--- config.mk ---
export PLATFORM = sky130hd
export DESIGN_NAME = piecewise_linear_lookup_core
export DESIGN_NICKNAME = d
export VERILOG_FILES = /design/src/pll_pkg.sv /design/src/piecewise_linear_lookup_core.sv
export SDC_FILE = /design/constraint.sdc
export NUM_CORES = 2
export LEC_CHECK = 0
export BUFFER_PORTS_ARGS = -buffer_cell sky130_fd_sc_hd__buf_2
export CELL_PAD_IN_SITES_DETAIL_PLACEMENT = 1
export CELL_PAD_IN_SITES_GLOBAL_PLACEMENT = 2
export CORE_MARGIN = 2
export CORE_UTILIZATION = 50
export DETAILED_ROUTE_END_ITERATION = 8
export HOLD_SLACK_MARGIN = 0.08
export PLACE_DENSITY_LB_ADDON = 0.12
export SYNTH_ARGS = -nofsm -noshare
export SYNTH_HDL_FRONTEND = slang
export SYNTH_SLANG_ARGS = --single-unit
--- constraint.sdc ---
create_clock -name aclk -period 12.58 [get_ports aclk]
set_input_delay 0.629 -clock aclk [delete_from_list [all_inputs] [get_ports aclk]]
set_output_delay 0.629 -clock aclk [all_outputs]
set_load 0.02 [all_outputs]
--- src/pll_pkg.sv ---
`default_nettype none
// ----------------------------------------------------------------------------
// pll_pkg
// Shared constants for the piecewise-linear lookup core: default sizes,
// stream field layout, status codes and register map.
// ----------------------------------------------------------------------------
package pll_pkg;

    // default sizing
    localparam int MAX_POINTS_DEF  = 64;
    localparam int VALUE_WIDTH_DEF = 32;

    // field widths of the stream payload
    localparam int FIELD_W      = 32;
    localparam int INDEX_W      = 6;
    localparam int STATUS_W     = 2;
    localparam int COUNT_W      = 7;

    // input tdata: entry_index, entry_x, entry_y, query_x, padded to bytes
    localparam int IN_DATA_W    = INDEX_W + 3 * FIELD_W;
    localparam int IN_TDATA_W   = ((IN_DATA_W + 7) / 8) * 8;
    localparam int IN_X_LSB     = INDEX_W;
    localparam int IN_Y_LSB     = INDEX_W + FIELD_W;
    localparam int IN_Q_LSB     = INDEX_W + 2 * FIELD_W;

    // output tdata: y_result, segment_end, status
    localparam int OUT_DATA_W   = FIELD_W + INDEX_W + STATUS_W;
    localparam int OUT_TDATA_W  = ((OUT_DATA_W + 7) / 8) * 8;

    // item kinds carried on s_tuser
    localparam logic FUNC_WRITE = 1'b0;
    localparam logic FUNC_QUERY = 1'b1;

    // result status codes
    localparam logic [STATUS_W-1:0] STATUS_OK    = 2'd0;
    localparam logic [STATUS_W-1:0] STATUS_EMPTY = 2'd1;
    localparam logic [STATUS_W-1:0] STATUS_BELOW = 2'd2;
    localparam logic [STATUS_W-1:0] STATUS_ABOVE = 2'd3;

    // register map, selected by paddr[2]
    localparam logic REG_POINT_COUNT = 1'b0;

endpackage
`default_nettype wire

--- src/piecewise_linear_lookup_core.sv ---
`default_nettype none
// ----------------------------------------------------------------------------
// piecewise_linear_lookup_core
// Breakpoint table with hinted segment search and exact linear interpolation.
// ----------------------------------------------------------------------------
// Write items (s_tuser low) store one (x, y) breakpoint.
// Query items (s_tuser high) return one result; the core holds s_tready low
// until the query is finished. An empty table is answered without a memory read.
// Otherwise the search reads the breakpoint memory once for each breakpoint
// it steps over from the remembered segment (or from slot 0); interpolation
// then runs the adder for VALUE_WIDTH+1 shift-add multiply steps and the
// subtractor for 2*VALUE_WIDTH+2 restoring divide steps. point_count must be
// set over the register port only while no query is in flight; the core
// itself does not enforce this.

module piecewise_linear_lookup_core #(
    parameter int MAX_POINTS  = pll_pkg::MAX_POINTS_DEF,
    parameter int VALUE_WIDTH = pll_pkg::VALUE_WIDTH_DEF
) (
    input  wire logic                            aclk,
    input  wire logic                            aresetn,
    // input stream
    input  wire logic                            s_tvalid,
    output logic                                 s_tready,
    // entry_index[5:0], entry_x[37:6], entry_y[69:38], query_x[101:70], zero pad
    input  wire logic [pll_pkg::IN_TDATA_W-1:0]  s_tdata,
    // func[0]
    input  wire logic                            s_tuser,
    // result stream
    output logic                                 m_tvalid,
    input  wire logic                            m_tready,
    // y_result[31:0], segment_end[37:32], status[39:38]
    output logic [pll_pkg::OUT_TDATA_W-1:0]      m_tdata,
    // register port
    input  wire logic                            psel,
    input  wire logic                            penable,
    input  wire logic                            pwrite,
    input  wire logic [2:0]                      paddr,
    input  wire logic [31:0]                     pwdata,
    output logic [31:0]                          prdata,
    output logic                                 pready
);

    localparam int VW   = VALUE_WIDTH;
    localparam int AW   = $clog2(MAX_POINTS);
    localparam int XW   = (AW + 1 > pll_pkg::COUNT_W) ? AW + 1 : pll_pkg::COUNT_W;
    localparam int DW   = VW + 1;          // offsets and segment width
    localparam int NW   = 2 * VW + 2;      // numerator
    localparam int CNTW = $clog2(NW);
    localparam int FW   = pll_pkg::FIELD_W;
    localparam int OTW  = pll_pkg::OUT_TDATA_W;

    typedef enum logic [3:0] {
        ST_IDLE, ST_WAIT, ST_FIRST, ST_HINT, ST_ISSUE, ST_WALK,
        ST_SEG, ST_MUL, ST_SIGN, ST_DIV, ST_FIN, ST_OUT
    } state_t;

    // field to value: low VALUE_WIDTH bits, zero above the field
    function automatic logic [VW-1:0] field_to_value(input logic [FW-1:0] f);
        logic [VW-1:0] v;
        for (int i = 0; i < VW; i++) begin
            v[i] = (i < FW) ? f[i] : 1'b0;
        end
        return v;
    endfunction

    // value to field: sign extended or truncated to the field width
    function automatic logic [FW-1:0] value_to_field(input logic [VW-1:0] v);
        logic [FW-1:0] f;
        for (int i = 0; i < FW; i++) begin
            f[i] = (i < VW) ? v[i] : v[VW-1];
        end
        return f;
    endfunction

    // register port
    logic [pll_pkg::COUNT_W-1:0] point_count_reg;

    assign pready = 1'b1;

    always_ff @(posedge aclk) begin
        if (!aresetn) begin
            point_count_reg <= '0;
        end else if (psel && penable && pwrite && pready &&
                     paddr[2] == pll_pkg::REG_POINT_COUNT) begin
            point_count_reg <= pwdata[pll_pkg::COUNT_W-1:0];
        end
    end

    always_comb begin
        prdata = '0;
        if (paddr[2] == pll_pkg::REG_POINT_COUNT) begin
            prdata = {{(32 - pll_pkg::COUNT_W){1'b0}}, point_count_reg};
        end
    end

    // input field split
    logic                           in_accept;
    logic [pll_pkg::INDEX_W-1:0]    in_index;
    logic [VW-1:0]                  in_x;
    logic [VW-1:0]                  in_y;
    logic [VW-1:0]                  in_q;
    logic [XW-1:0]                  slot_ext;
    logic                           slot_ok;

    assign in_accept = s_tvalid && s_tready;
    assign in_index  = s_tdata[pll_pkg::INDEX_W-1:0];
    assign in_x      = field_to_value(s_tdata[pll_pkg::IN_X_LSB +: FW]);
    assign in_y      = field_to_value(s_tdata[pll_pkg::IN_Y_LSB +: FW]);
    assign in_q      = field_to_value(s_tdata[pll_pkg::IN_Q_LSB +: FW]);
    assign slot_ext  = {{(XW - pll_pkg::INDEX_W){1'b0}}, in_index};
    assign slot_ok   = slot_ext < XW'(MAX_POINTS);

    // breakpoint memories, one write and one registered read per cycle
    logic [VW-1:0] x_mem [MAX_POINTS];
    logic [VW-1:0] y_mem [MAX_POINTS];
    logic [AW-1:0] rd_addr_reg;
    logic [VW-1:0] x_rd_reg;
    logic [VW-1:0] y_rd_reg;

    always_ff @(posedge aclk) begin
        if (in_accept && s_tuser == pll_pkg::FUNC_WRITE && slot_ok) begin
            x_mem[slot_ext[AW-1:0]] <= in_x;
            y_mem[slot_ext[AW-1:0]] <= in_y;
        end
        x_rd_reg <= x_mem[rd_addr_reg];
        y_rd_reg <= y_mem[rd_addr_reg];
    end

    // sequencer registers
    state_t                          state_reg;
    state_t                          ret_reg;
    logic [AW-1:0]                   hint_reg;
    logic [XW-1:0]                   n_reg;
    logic [VW-1:0]                   q_reg;
    logic [VW-1:0]                   x1_reg;
    logic [VW-1:0]                   y1_reg;
    logic [VW-1:0]                   y0_reg;
    logic [DW-1:0]                   a_reg;
    logic [DW-1:0]                   b_reg;
    logic [DW-1:0]                   den_reg;
    logic [NW-1:0]                   acc_reg;
    logic [NW-1:0]                   mag_reg;
    logic [DW-1:0]                   rem_reg;
    logic                            neg_reg;
    logic [CNTW-1:0]                 cnt_reg;
    logic [VW-1:0]                   res_reg;
    logic [AW-1:0]                   seg_reg;
    logic [pll_pkg::STATUS_W-1:0]    stat_reg;
    logic                            m_valid_reg;
    logic [VW-1:0]                   m_res_reg;
    logic [AW-1:0]                   m_seg_reg;
    logic [pll_pkg::STATUS_W-1:0]    m_stat_reg;

    // derived values for the sequencer
    logic [XW-1:0]   count_ext;
    logic [XW-1:0]   n_eff;
    logic [XW-1:0]   hint_ext;
    logic [XW-1:0]   hint_p1;
    logic [XW-1:0]   hint_p2;
    logic [DW-1:0]   diff_a;
    logic [DW-1:0]   diff_b;
    logic [DW-1:0]   diff_den;
    logic [NW-1:0]   term1;
    logic [NW-1:0]   term0;
    logic [NW-1:0]   acc_next;
    logic [DW:0]     rem_shift;
    logic            rem_ge;
    logic [DW:0]     rem_sub;
    logic [VW:0]     avg_sum;
    logic [VW:0]     avg_adj;
    logic [NW-1:0]   sat_lim;
    logic [NW-1:0]   sat_mag;
    logic [VW-1:0]   fin_res;
    logic            x_rd_above_q;
    logic            x_rd_below_q;

    always_comb begin
        count_ext = XW'(point_count_reg);
        n_eff     = (count_ext > XW'(MAX_POINTS)) ? XW'(MAX_POINTS) : count_ext;
        hint_ext  = {{(XW - AW){1'b0}}, hint_reg};
        hint_p1   = hint_ext + XW'(1);
        hint_p2   = hint_ext + XW'(2);

        x_rd_above_q = $signed(x_rd_reg) > $signed(q_reg);
        x_rd_below_q = $signed(x_rd_reg) < $signed(q_reg);

        // offsets within the segment, all nonnegative
        diff_a   = {q_reg[VW-1], q_reg} - {x_rd_reg[VW-1], x_rd_reg};
        diff_b   = {x1_reg[VW-1], x1_reg} - {q_reg[VW-1], q_reg};
        diff_den = {x1_reg[VW-1], x1_reg} - {x_rd_reg[VW-1], x_rd_reg};

        // shift-add step of a*y1 + b*y0, most significant bit first
        term1    = a_reg[DW-1] ? {{(NW - VW){y1_reg[VW-1]}}, y1_reg} : '0;
        term0    = b_reg[DW-1] ? {{(NW - VW){y0_reg[VW-1]}}, y0_reg} : '0;
        acc_next = {acc_reg[NW-2:0], 1'b0} + term1 + term0;

        // restoring divide step
        rem_shift = {rem_reg, mag_reg[NW-1]};
        rem_ge    = rem_shift >= {1'b0, den_reg};
        rem_sub   = rem_shift - {1'b0, den_reg};

        // zero-width segment: mean of the two ordinates, toward zero
        avg_sum = {y1_reg[VW-1], y1_reg} + {y_rd_reg[VW-1], y_rd_reg};
        avg_adj = avg_sum + {{VW{1'b0}}, avg_sum[VW]};

        // saturate the quotient magnitude and restore the sign
        sat_lim = neg_reg ? (NW'(1) << (VW - 1)) : ((NW'(1) << (VW - 1)) - NW'(1));
        sat_mag = (mag_reg > sat_lim) ? sat_lim : mag_reg;
        fin_res = neg_reg ? (~sat_mag[VW-1:0] + VW'(1)) : sat_mag[VW-1:0];
    end

    assign s_tready = (state_reg == ST_IDLE);

    // sequencer and result register
    always_ff @(posedge aclk) begin
        if (!aresetn) begin
            state_reg   <= ST_IDLE;
            ret_reg     <= ST_IDLE;
            hint_reg    <= '0;
            m_valid_reg <= 1'b0;
        end else begin
            // result taken and nothing new handed over
            if (m_tready && state_reg != ST_OUT) begin
                m_valid_reg <= 1'b0;
            end
            case (state_reg)
                ST_IDLE: begin
                    if (in_accept && s_tuser == pll_pkg::FUNC_QUERY) begin
                        q_reg       <= in_q;
                        n_reg       <= n_eff;
                        rd_addr_reg <= '0;
                        seg_reg     <= '0;
                        if (n_eff == '0) begin
                            res_reg   <= {1'b0, {(VW - 1){1'b1}}};
                            stat_reg  <= pll_pkg::STATUS_EMPTY;
                            state_reg <= ST_OUT;
                        end else begin
                            ret_reg   <= ST_FIRST;
                            state_reg <= ST_WAIT;
                        end
                    end
                end
                // memory read latency
                ST_WAIT: begin
                    state_reg <= ret_reg;
                end
                // first breakpoint: single entry, below range, hint check
                ST_FIRST: begin
                    if (n_reg == XW'(1)) begin
                        res_reg   <= y_rd_reg;
                        stat_reg  <= pll_pkg::STATUS_OK;
                        state_reg <= ST_OUT;
                    end else if (x_rd_above_q) begin
                        res_reg   <= '0;
                        stat_reg  <= pll_pkg::STATUS_BELOW;
                        state_reg <= ST_OUT;
                    end else if (hint_ext >= n_reg || hint_reg == '0) begin
                        hint_reg  <= '0;
                        state_reg <= ST_ISSUE;
                    end else begin
                        rd_addr_reg <= hint_reg;
                        ret_reg     <= ST_HINT;
                        state_reg   <= ST_WAIT;
                    end
                end
                // restart from slot 0 when the hint is past the query
                ST_HINT: begin
                    if (x_rd_above_q) begin
                        hint_reg <= '0;
                    end
                    state_reg <= ST_ISSUE;
                end
                ST_ISSUE: begin
                    if (hint_p1 < n_reg) begin
                        rd_addr_reg <= hint_p1[AW-1:0];
                        ret_reg     <= ST_WALK;
                        state_reg   <= ST_WAIT;
                    end else begin
                        res_reg   <= '0;
                        stat_reg  <= pll_pkg::STATUS_ABOVE;
                        state_reg <= ST_OUT;
                    end
                end
                // x_rd is the breakpoint after the hint
                ST_WALK: begin
                    if (x_rd_below_q) begin
                        hint_reg <= hint_p1[AW-1:0];
                        if (hint_p2 < n_reg) begin
                            rd_addr_reg <= hint_p2[AW-1:0];
                            ret_reg     <= ST_WALK;
                            state_reg   <= ST_WAIT;
                        end else begin
                            res_reg   <= '0;
                            stat_reg  <= pll_pkg::STATUS_ABOVE;
                            state_reg <= ST_OUT;
                        end
                    end else begin
                        x1_reg      <= x_rd_reg;
                        y1_reg      <= y_rd_reg;
                        seg_reg     <= hint_p1[AW-1:0];
                        rd_addr_reg <= hint_reg;
                        ret_reg     <= ST_SEG;
                        state_reg   <= ST_WAIT;
                    end
                end
                // x_rd is the lower breakpoint of the segment
                ST_SEG: begin
                    stat_reg <= pll_pkg::STATUS_OK;
                    if (x_rd_reg == x1_reg) begin
                        res_reg   <= avg_adj[VW:1];
                        state_reg <= ST_OUT;
                    end else begin
                        y0_reg    <= y_rd_reg;
                        a_reg     <= diff_a;
                        b_reg     <= diff_b;
                        den_reg   <= diff_den;
                        acc_reg   <= '0;
                        cnt_reg   <= CNTW'(DW - 1);
                        state_reg <= ST_MUL;
                    end
                end
                ST_MUL: begin
                    acc_reg <= acc_next;
                    a_reg   <= {a_reg[DW-2:0], 1'b0};
                    b_reg   <= {b_reg[DW-2:0], 1'b0};
                    if (cnt_reg == '0) begin
                        state_reg <= ST_SIGN;
                    end else begin
                        cnt_reg <= cnt_reg - CNTW'(1);
                    end
                end
                ST_SIGN: begin
                    neg_reg   <= acc_reg[NW-1];
                    mag_reg   <= acc_reg[NW-1] ? (~acc_reg + NW'(1)) : acc_reg;
                    rem_reg   <= '0;
                    cnt_reg   <= CNTW'(NW - 1);
                    state_reg <= ST_DIV;
                end
                // quotient bits shift in as numerator bits shift out
                ST_DIV: begin
                    rem_reg <= rem_ge ? rem_sub[DW-1:0] : rem_shift[DW-1:0];
                    mag_reg <= {mag_reg[NW-2:0], rem_ge};
                    if (cnt_reg == '0) begin
                        state_reg <= ST_FIN;
                    end else begin
                        cnt_reg <= cnt_reg - CNTW'(1);
                    end
                end
                ST_FIN: begin
                    res_reg   <= fin_res;
                    state_reg <= ST_OUT;
                end
                // hand over once the output register is free
                ST_OUT: begin
                    if (!m_valid_reg || m_tready) begin
                        m_res_reg   <= res_reg;
                        m_seg_reg   <= seg_reg;
                        m_stat_reg  <= stat_reg;
                        m_valid_reg <= 1'b1;
                        state_reg   <= ST_IDLE;
                    end
                end
                default: begin
                    state_reg <= ST_IDLE;
                end
            endcase
        end
    end

    // result packing
    logic [pll_pkg::INDEX_W-1:0] seg_field;

    always_comb begin
        for (int i = 0; i < pll_pkg::INDEX_W; i++) begin
            seg_field[i] = (i < AW) ? m_seg_reg[i] : 1'b0;
        end
    end

    assign m_tvalid = m_valid_reg;
    assign m_tdata  = OTW'({m_stat_reg, seg_field, value_to_field(m_res_reg)});

endmodule
`default_nettype wire

-- Yosys cells after proc, flatten, opt, wreduce, memory -nomap -nowiden
Memories as Yosys holds them, arrays and structs flattened. A register that Yosys moved wholly into a read port is not among the register bits.
Cells that the tools add are included.
W data, S select, Z words.
- input bits: 147
- register bits: 515
- bits in writable memories: 4096
- latch bits: 0
- ROM bits: 0
- memories kept: 2
- memories (memory ; depth ; width ; read ports ; clocked after memory_dff ; write ports ; RTL line ; RTL):
    x_mem ; 64 ; 32 ; 1 ; 1 ; 1 ; piecewise_linear_lookup_core.sv:115 ; logic [VW-1:0] x_mem [MAX_POINTS];
    y_mem ; 64 ; 32 ; 1 ; 1 ; 1 ; piecewise_linear_lookup_core.sv:116 ; logic [VW-1:0] y_mem [MAX_POINTS];
- div/mod/pow operators: 0
- eq/ne operators: 35
- shifts and indexed selects: 0
- $lt $le $gt $ge: 9
- bitwise logic cells: 6
- add/sub/neg operators: 13
- reduce and logical (&&, ||, !) cells: 39
- muxes and demuxes: 80
- multiply operators: 0
- operators with widths (kind ; count):
    $mux W32 ; 11
    $mux W66 ; 4
    $pmux W66 S2 ; 2
    $pmux W33 S2 ; 3
    $pmux W32 S6 ; 1
    $add A66 B66 Y66 ; 2
    $mux W33 ; 3
    $sub A32 B32 Y33 ; 3
    $mux W6 ; 13
    $mux W4 ; 19
    $add A66 B1 Y66 const B ; 1
    $gt A66 B32 Y1 ; 1
    $not A66 Y66 ; 1
    $pmux W4 S12 ; 1
    $ge A34 B33 Y1 ; 1
    $ne A2 B2 Y1 const B ; 17
    $add A32 B32 Y33 ; 1
    $add A33 B1 Y33 ; 1
    $sub A33 B33 Y33 ; 1
    $add A32 B1 Y32 const B ; 1
    $eq A32 B32 Y1 ; 1
    $gt A32 B32 Y1 ; 1
    $lt A32 B32 Y1 ; 1
    $not A32 Y32 ; 1
    other kinds (44) ; 91

-- Logic depth before layout (Yosys ltp)
- depth after elaboration: 7
- depth in mapped cells: 23

-- Least setup slack after synthesis
Ideal clock, no wire load.
- path type: register -> register
- from: reg x1_reg[17]
- to: reg a_reg[0], enable pin
- clock period less this slack: 11.027 ns
- setup time: 0.785 ns
- path slack: 1.553 ns
- required time: 11.795 ns
- arrival time: 10.242 ns
- buffers on the path: 0
- cell stages (with the launch flop): 7
- path through: edfxtp_1 -> ha_1 -> and3_1 -> and3b_1 -> nand3_1 -> o21ai_0 -> nor3_1
- word-level cells in the longest chain between the ends: 3
- RTL lines (element ; RTL line ; RTL):
    start, declared ; piecewise_linear_lookup_core.sv:136 ; logic [VW-1:0] x1_reg;
    start signal, assigned ; piecewise_linear_lookup_core.sv:299 ; x1_reg <= x_rd_reg;
    $eq A32 B32 Y1 ; piecewise_linear_lookup_core.sv:310 ; if (x_rd_reg == x1_reg) begin
    $ne A2 B2 Y1 (no line) ; n/a ;
    $reduce_and A3 Y1 (no line) ; n/a ;
    end signal, assigned ; piecewise_linear_lookup_core.sv:315 ; a_reg <= diff_a;
    end signal, assigned ; piecewise_linear_lookup_core.sv:325 ; a_reg <= {a_reg[DW-2:0], 1'b0};
    end, declared ; piecewise_linear_lookup_core.sv:139 ; logic [DW-1:0] a_reg;
No other way between the ends.
A chain may end at the register's enable or synchronous reset.

-- Final worst setup path
- from: reg neg_reg
- to: reg res_reg[24], data pin
- word-level cells in the longest chain between the ends: 7
- RTL lines (element ; RTL line ; RTL):
    start, declared ; piecewise_linear_lookup_core.sv:145 ; logic neg_reg;
    start signal, assigned ; piecewise_linear_lookup_core.sv:334 ; neg_reg <= acc_reg[NW-1];
    $mux W32 ; piecewise_linear_lookup_core.sv:208 ; sat_lim = neg_reg ? (NW'(1) << (VW - 1)) : ((NW'(1) << (VW - 1)) - NW'(1));
    $gt A66 B32 Y1 ; piecewise_linear_lookup_core.sv:209 ; sat_mag = (mag_reg > sat_lim) ? sat_lim : mag_reg;
    $mux W32 ; piecewise_linear_lookup_core.sv:209 ;
    $not A32 Y32 ; piecewise_linear_lookup_core.sv:210 ; fin_res = neg_reg ? (~sat_mag[VW-1:0] + VW'(1)) : sat_mag[VW-1:0];
    $add A32 B1 Y32 ; piecewise_linear_lookup_core.sv:210 ;
    $mux W32 * ; piecewise_linear_lookup_core.sv:210 ;
    $pmux W32 S6 * ; piecewise_linear_lookup_core.sv:227 ; case (state_reg)
    end signal, assigned ; piecewise_linear_lookup_core.sv:235 ; res_reg <= {1'b0, {(VW - 1){1'b1}}};
    end signal, assigned ; piecewise_linear_lookup_core.sv:251 ; res_reg <= y_rd_reg;
    end signal, assigned ; piecewise_linear_lookup_core.sv:311 ; res_reg <= avg_adj[VW:1];
    end, declared ; piecewise_linear_lookup_core.sv:147 ; logic [VW-1:0] res_reg;
Every way passes the cells marked *; elsewhere a longest branch is shown, timed or not.

==> flow_summary.yaml <==
place:
  port_buffers: 166
  gp_congestion: 0.830
  hpwl_um: 316000
sta:
  rsz0062_at_grt: "false"
  finalSetupViolCount: 0
  fin_crit_sh_pct: 52.6
  max_slew_margin_pct: 7.30
  finClkSkew_ns: 0.103
  maxSlewViolCount: 0
  tns_ns: 0
  hold_viol: 0
  period_needed_ns: 6.61
  max_freq_ghz: 0.151
  worst_slew_pin_slew_ns: 1.39
yosys:
  syn-instance-count: 9750
  yosys.area.top_type_share_pct: 71.1
  synthArstFlopShare_pct: 0
  syn_area_um2: 194000
  ys.flop_type: "edfxtp_1"
  synth_most_common_cell: "edfxtp_1"
  synth_cell_types: 99
  yosysSeqAreaShare_pct: 72.0
  yosysWarnings: 0
  synthTopCellsByCount: "edfxtp_1, mux4_2, nor2_1, clkbuf_1, nand2_1"
  synth_largest_area_cell: "edfxtp_1"
  synth_edf_count: 4589
  synthTopCellsByArea: "edfxtp_1, mux4_2, ha_1"
  ys_seq_elements: 4674
  syn_avg_cell_area_um2: 19.9
final_layout:
  utilization_pct: 56.4
  layout.nets: 10700
  area_growth_pct: 12.4
  drive_gt1_share_pct: 24.2
worst_setup_path:
  slowest_stage: "a2111oi_0"
  path_buf_inv: 3
  cpLargestDelayFamily: "simple AND/OR/NAND/NOR gates"
  arrival_ns: 7.32
  slowest_delay_ns: 0.90
  cp_max_fo: 62
  crit_path_start_kind: "flip-flop"
  cp.required_ns: 13.28
  critical_path.cell_chain: "buf_4, inv_1, ha_1, a2111oi_0, nand4_1, or3_1, o21a_1, buf_4, mux2i_1, ha_1, and4b_1, nand3b_1, nand2b_1, nor2b_1, nand2_1, or3_1, a211oi_1, nor2_1, a221oi_1, o21ai_0"
  worstSetupPathType: "reg2reg"
  setup.worst_path.end_class: "flip-flop"
die:
  core-area_um2: 386000
  io_pins: 222
  rows: 228
  die-area_um2: 392000
  die_y_um: 626
  initial_utilization_pct: 50.2
  dieWidth_um: 626
cts:
  numCtsBuffers: 469
  path_clk_slew_ns: 0.06
  cts_tree: "built"
  clock-sinks: 4674
  cts-resized-gates: 0
  clockBufferDepth: 4
  clock_tree.root_cell: "clkbuf_16"
  insertion_delay_ns: 1.03
  htreeDepth: 5
detailed_routing:
  first_iter_violations: 11200
  vias: 101000
  post_drt_wl_per_cell_um: 34.7
  post-route-drc-count: 0
  wl_um: 549000
  final_antenna_net_count: 0
  drtPass1Iterations: 5
  via_per_inst: 6.38
global_route:
  antenna_found_initial: 61
  grt_pass1_vias: 105000
  grt.overflow.total: 0
  grt_pass1_wl_um: 782000
  grt_use_total_pct: 28.1
  grt_max_degree: 133
power:
  p_per_area_nw_per_um2: 166
  vdd_drop_max_mv: 0.135
  leakagePower_uw: 0.0696
hold_path:
  hp-class: "in2reg"
job:
  cap_violations: 0
run_status:
  status: "complete, no violations"
worst paths after layout:
path / endpoint / from / slack [ns] / cells past startpoint
worst max-delay path: res_reg[24]$_DFFE_PP_ / neg_reg$_DFFE_PP_ / 5.97 / 20
worst min-delay path: m_tvalid$_SDFF_PN0_ / m_tready / 0.21 / 4
worst max register to register: res_reg[24]$_DFFE_PP_ / neg_reg$_DFFE_PP_ / 5.97 / 20
worst min register to register: m_res_reg[16]$_DFFE_PP_ / res_reg[16]$_DFFE_PP_ / 0.42 / 0
stage by stage:
stage          area [um^2]  power, uW  hold slack [ns]  instances  worst slack [ns]
2_1_floorplan       194000      20600            0.400       9774              1.55
3_3_place_gp        202000      22100            0.406      14900              6.06
3_5_place_dp        202000      22200            0.406      14900              6.00
4_1_cts             218000      36300            0.152      15800              5.94
5_1_grt             218000      37100            0.231      15800              5.41
6_report            218000      36000            0.213      15800              5.97
worst register-to-register path: stages (launching register included):
cell and delay [ns]:
edfxtp_1 0.33, buf_4 0.54, inv_1 0.14, ha_1 0.33
a2111oi_0 0.90, nand4_1 0.19, or3_1 0.43, o21a_1 0.11
buf_4 0.28, mux2i_1 0.30, ha_1 0.30, and4b_1 0.34
nand3b_1 0.20, nand2b_1 0.23, nor2b_1 0.34, nand2_1 0.15
or3_1 0.35, a211oi_1 0.24, nor2_1 0.06, a221oi_1 0.38
o21ai_0 0.19
cells by family after synthesis:
logic type	after synthesis	share of synthesized area (%)
muxes	1391	15.9
adders and majority gates	355	2.56
other	2	0.00388
DFF	4674	72.0
AOI/OAI and AO/OA	1087	3.58
buffers and inverters	651	1.32
xor gates and xnor gates	281	1.27
and+or+nand+nor	1309	3.35
final cells by class:
class	instances	area (um^2)
Antenna cell	43	108
Clock buffer	567	12400
Clock inverter	296	3140
Fill cell	33200	168000
Inverter	187	702
Multi-Input combinational cell	4449	52300
Sequential cell	4674	140000
Tap cell	5175	6470
Timing Repair Buffer	417	3040
layer usage:
layer | vias to the layer above | share of wire (%) | track usage (%)
li1 | 41200 | - | -
met1 | 54700 | 40 | 39.1
met2 | 4051 | 49 | 46.4
met3 | 825 | 7.4 | 4.44
met4 | 14 | 2.9 | 7.71
met5 | - | 0.016 | 0
cells in the final DEF (no fill, tap or decap), types with 149 or more instances in the layout:
cell type	n
clkbuf_16	474
mux4_2	1344
xor2_1	149
inv_1	186
buf_4	194
a21oi_1	272
ha_1	285
edfxtp_1	4589
nand2_1	321
buf_2	166
nor2_1	301
o21ai_0	304
power breakdown:
part	total, uW	switching (uW)	internal (uW)
clock network	14200	6050	8100
logic	4170	2510	1670
registers	17700	250	17500
repair_timing:
action | in CTS | in global routing
hold endpoints to repair | 39 | 0
hold buffers | 39 | 0
buffers inserted | 0 | 0
Power figures use the tool's default switching activity.
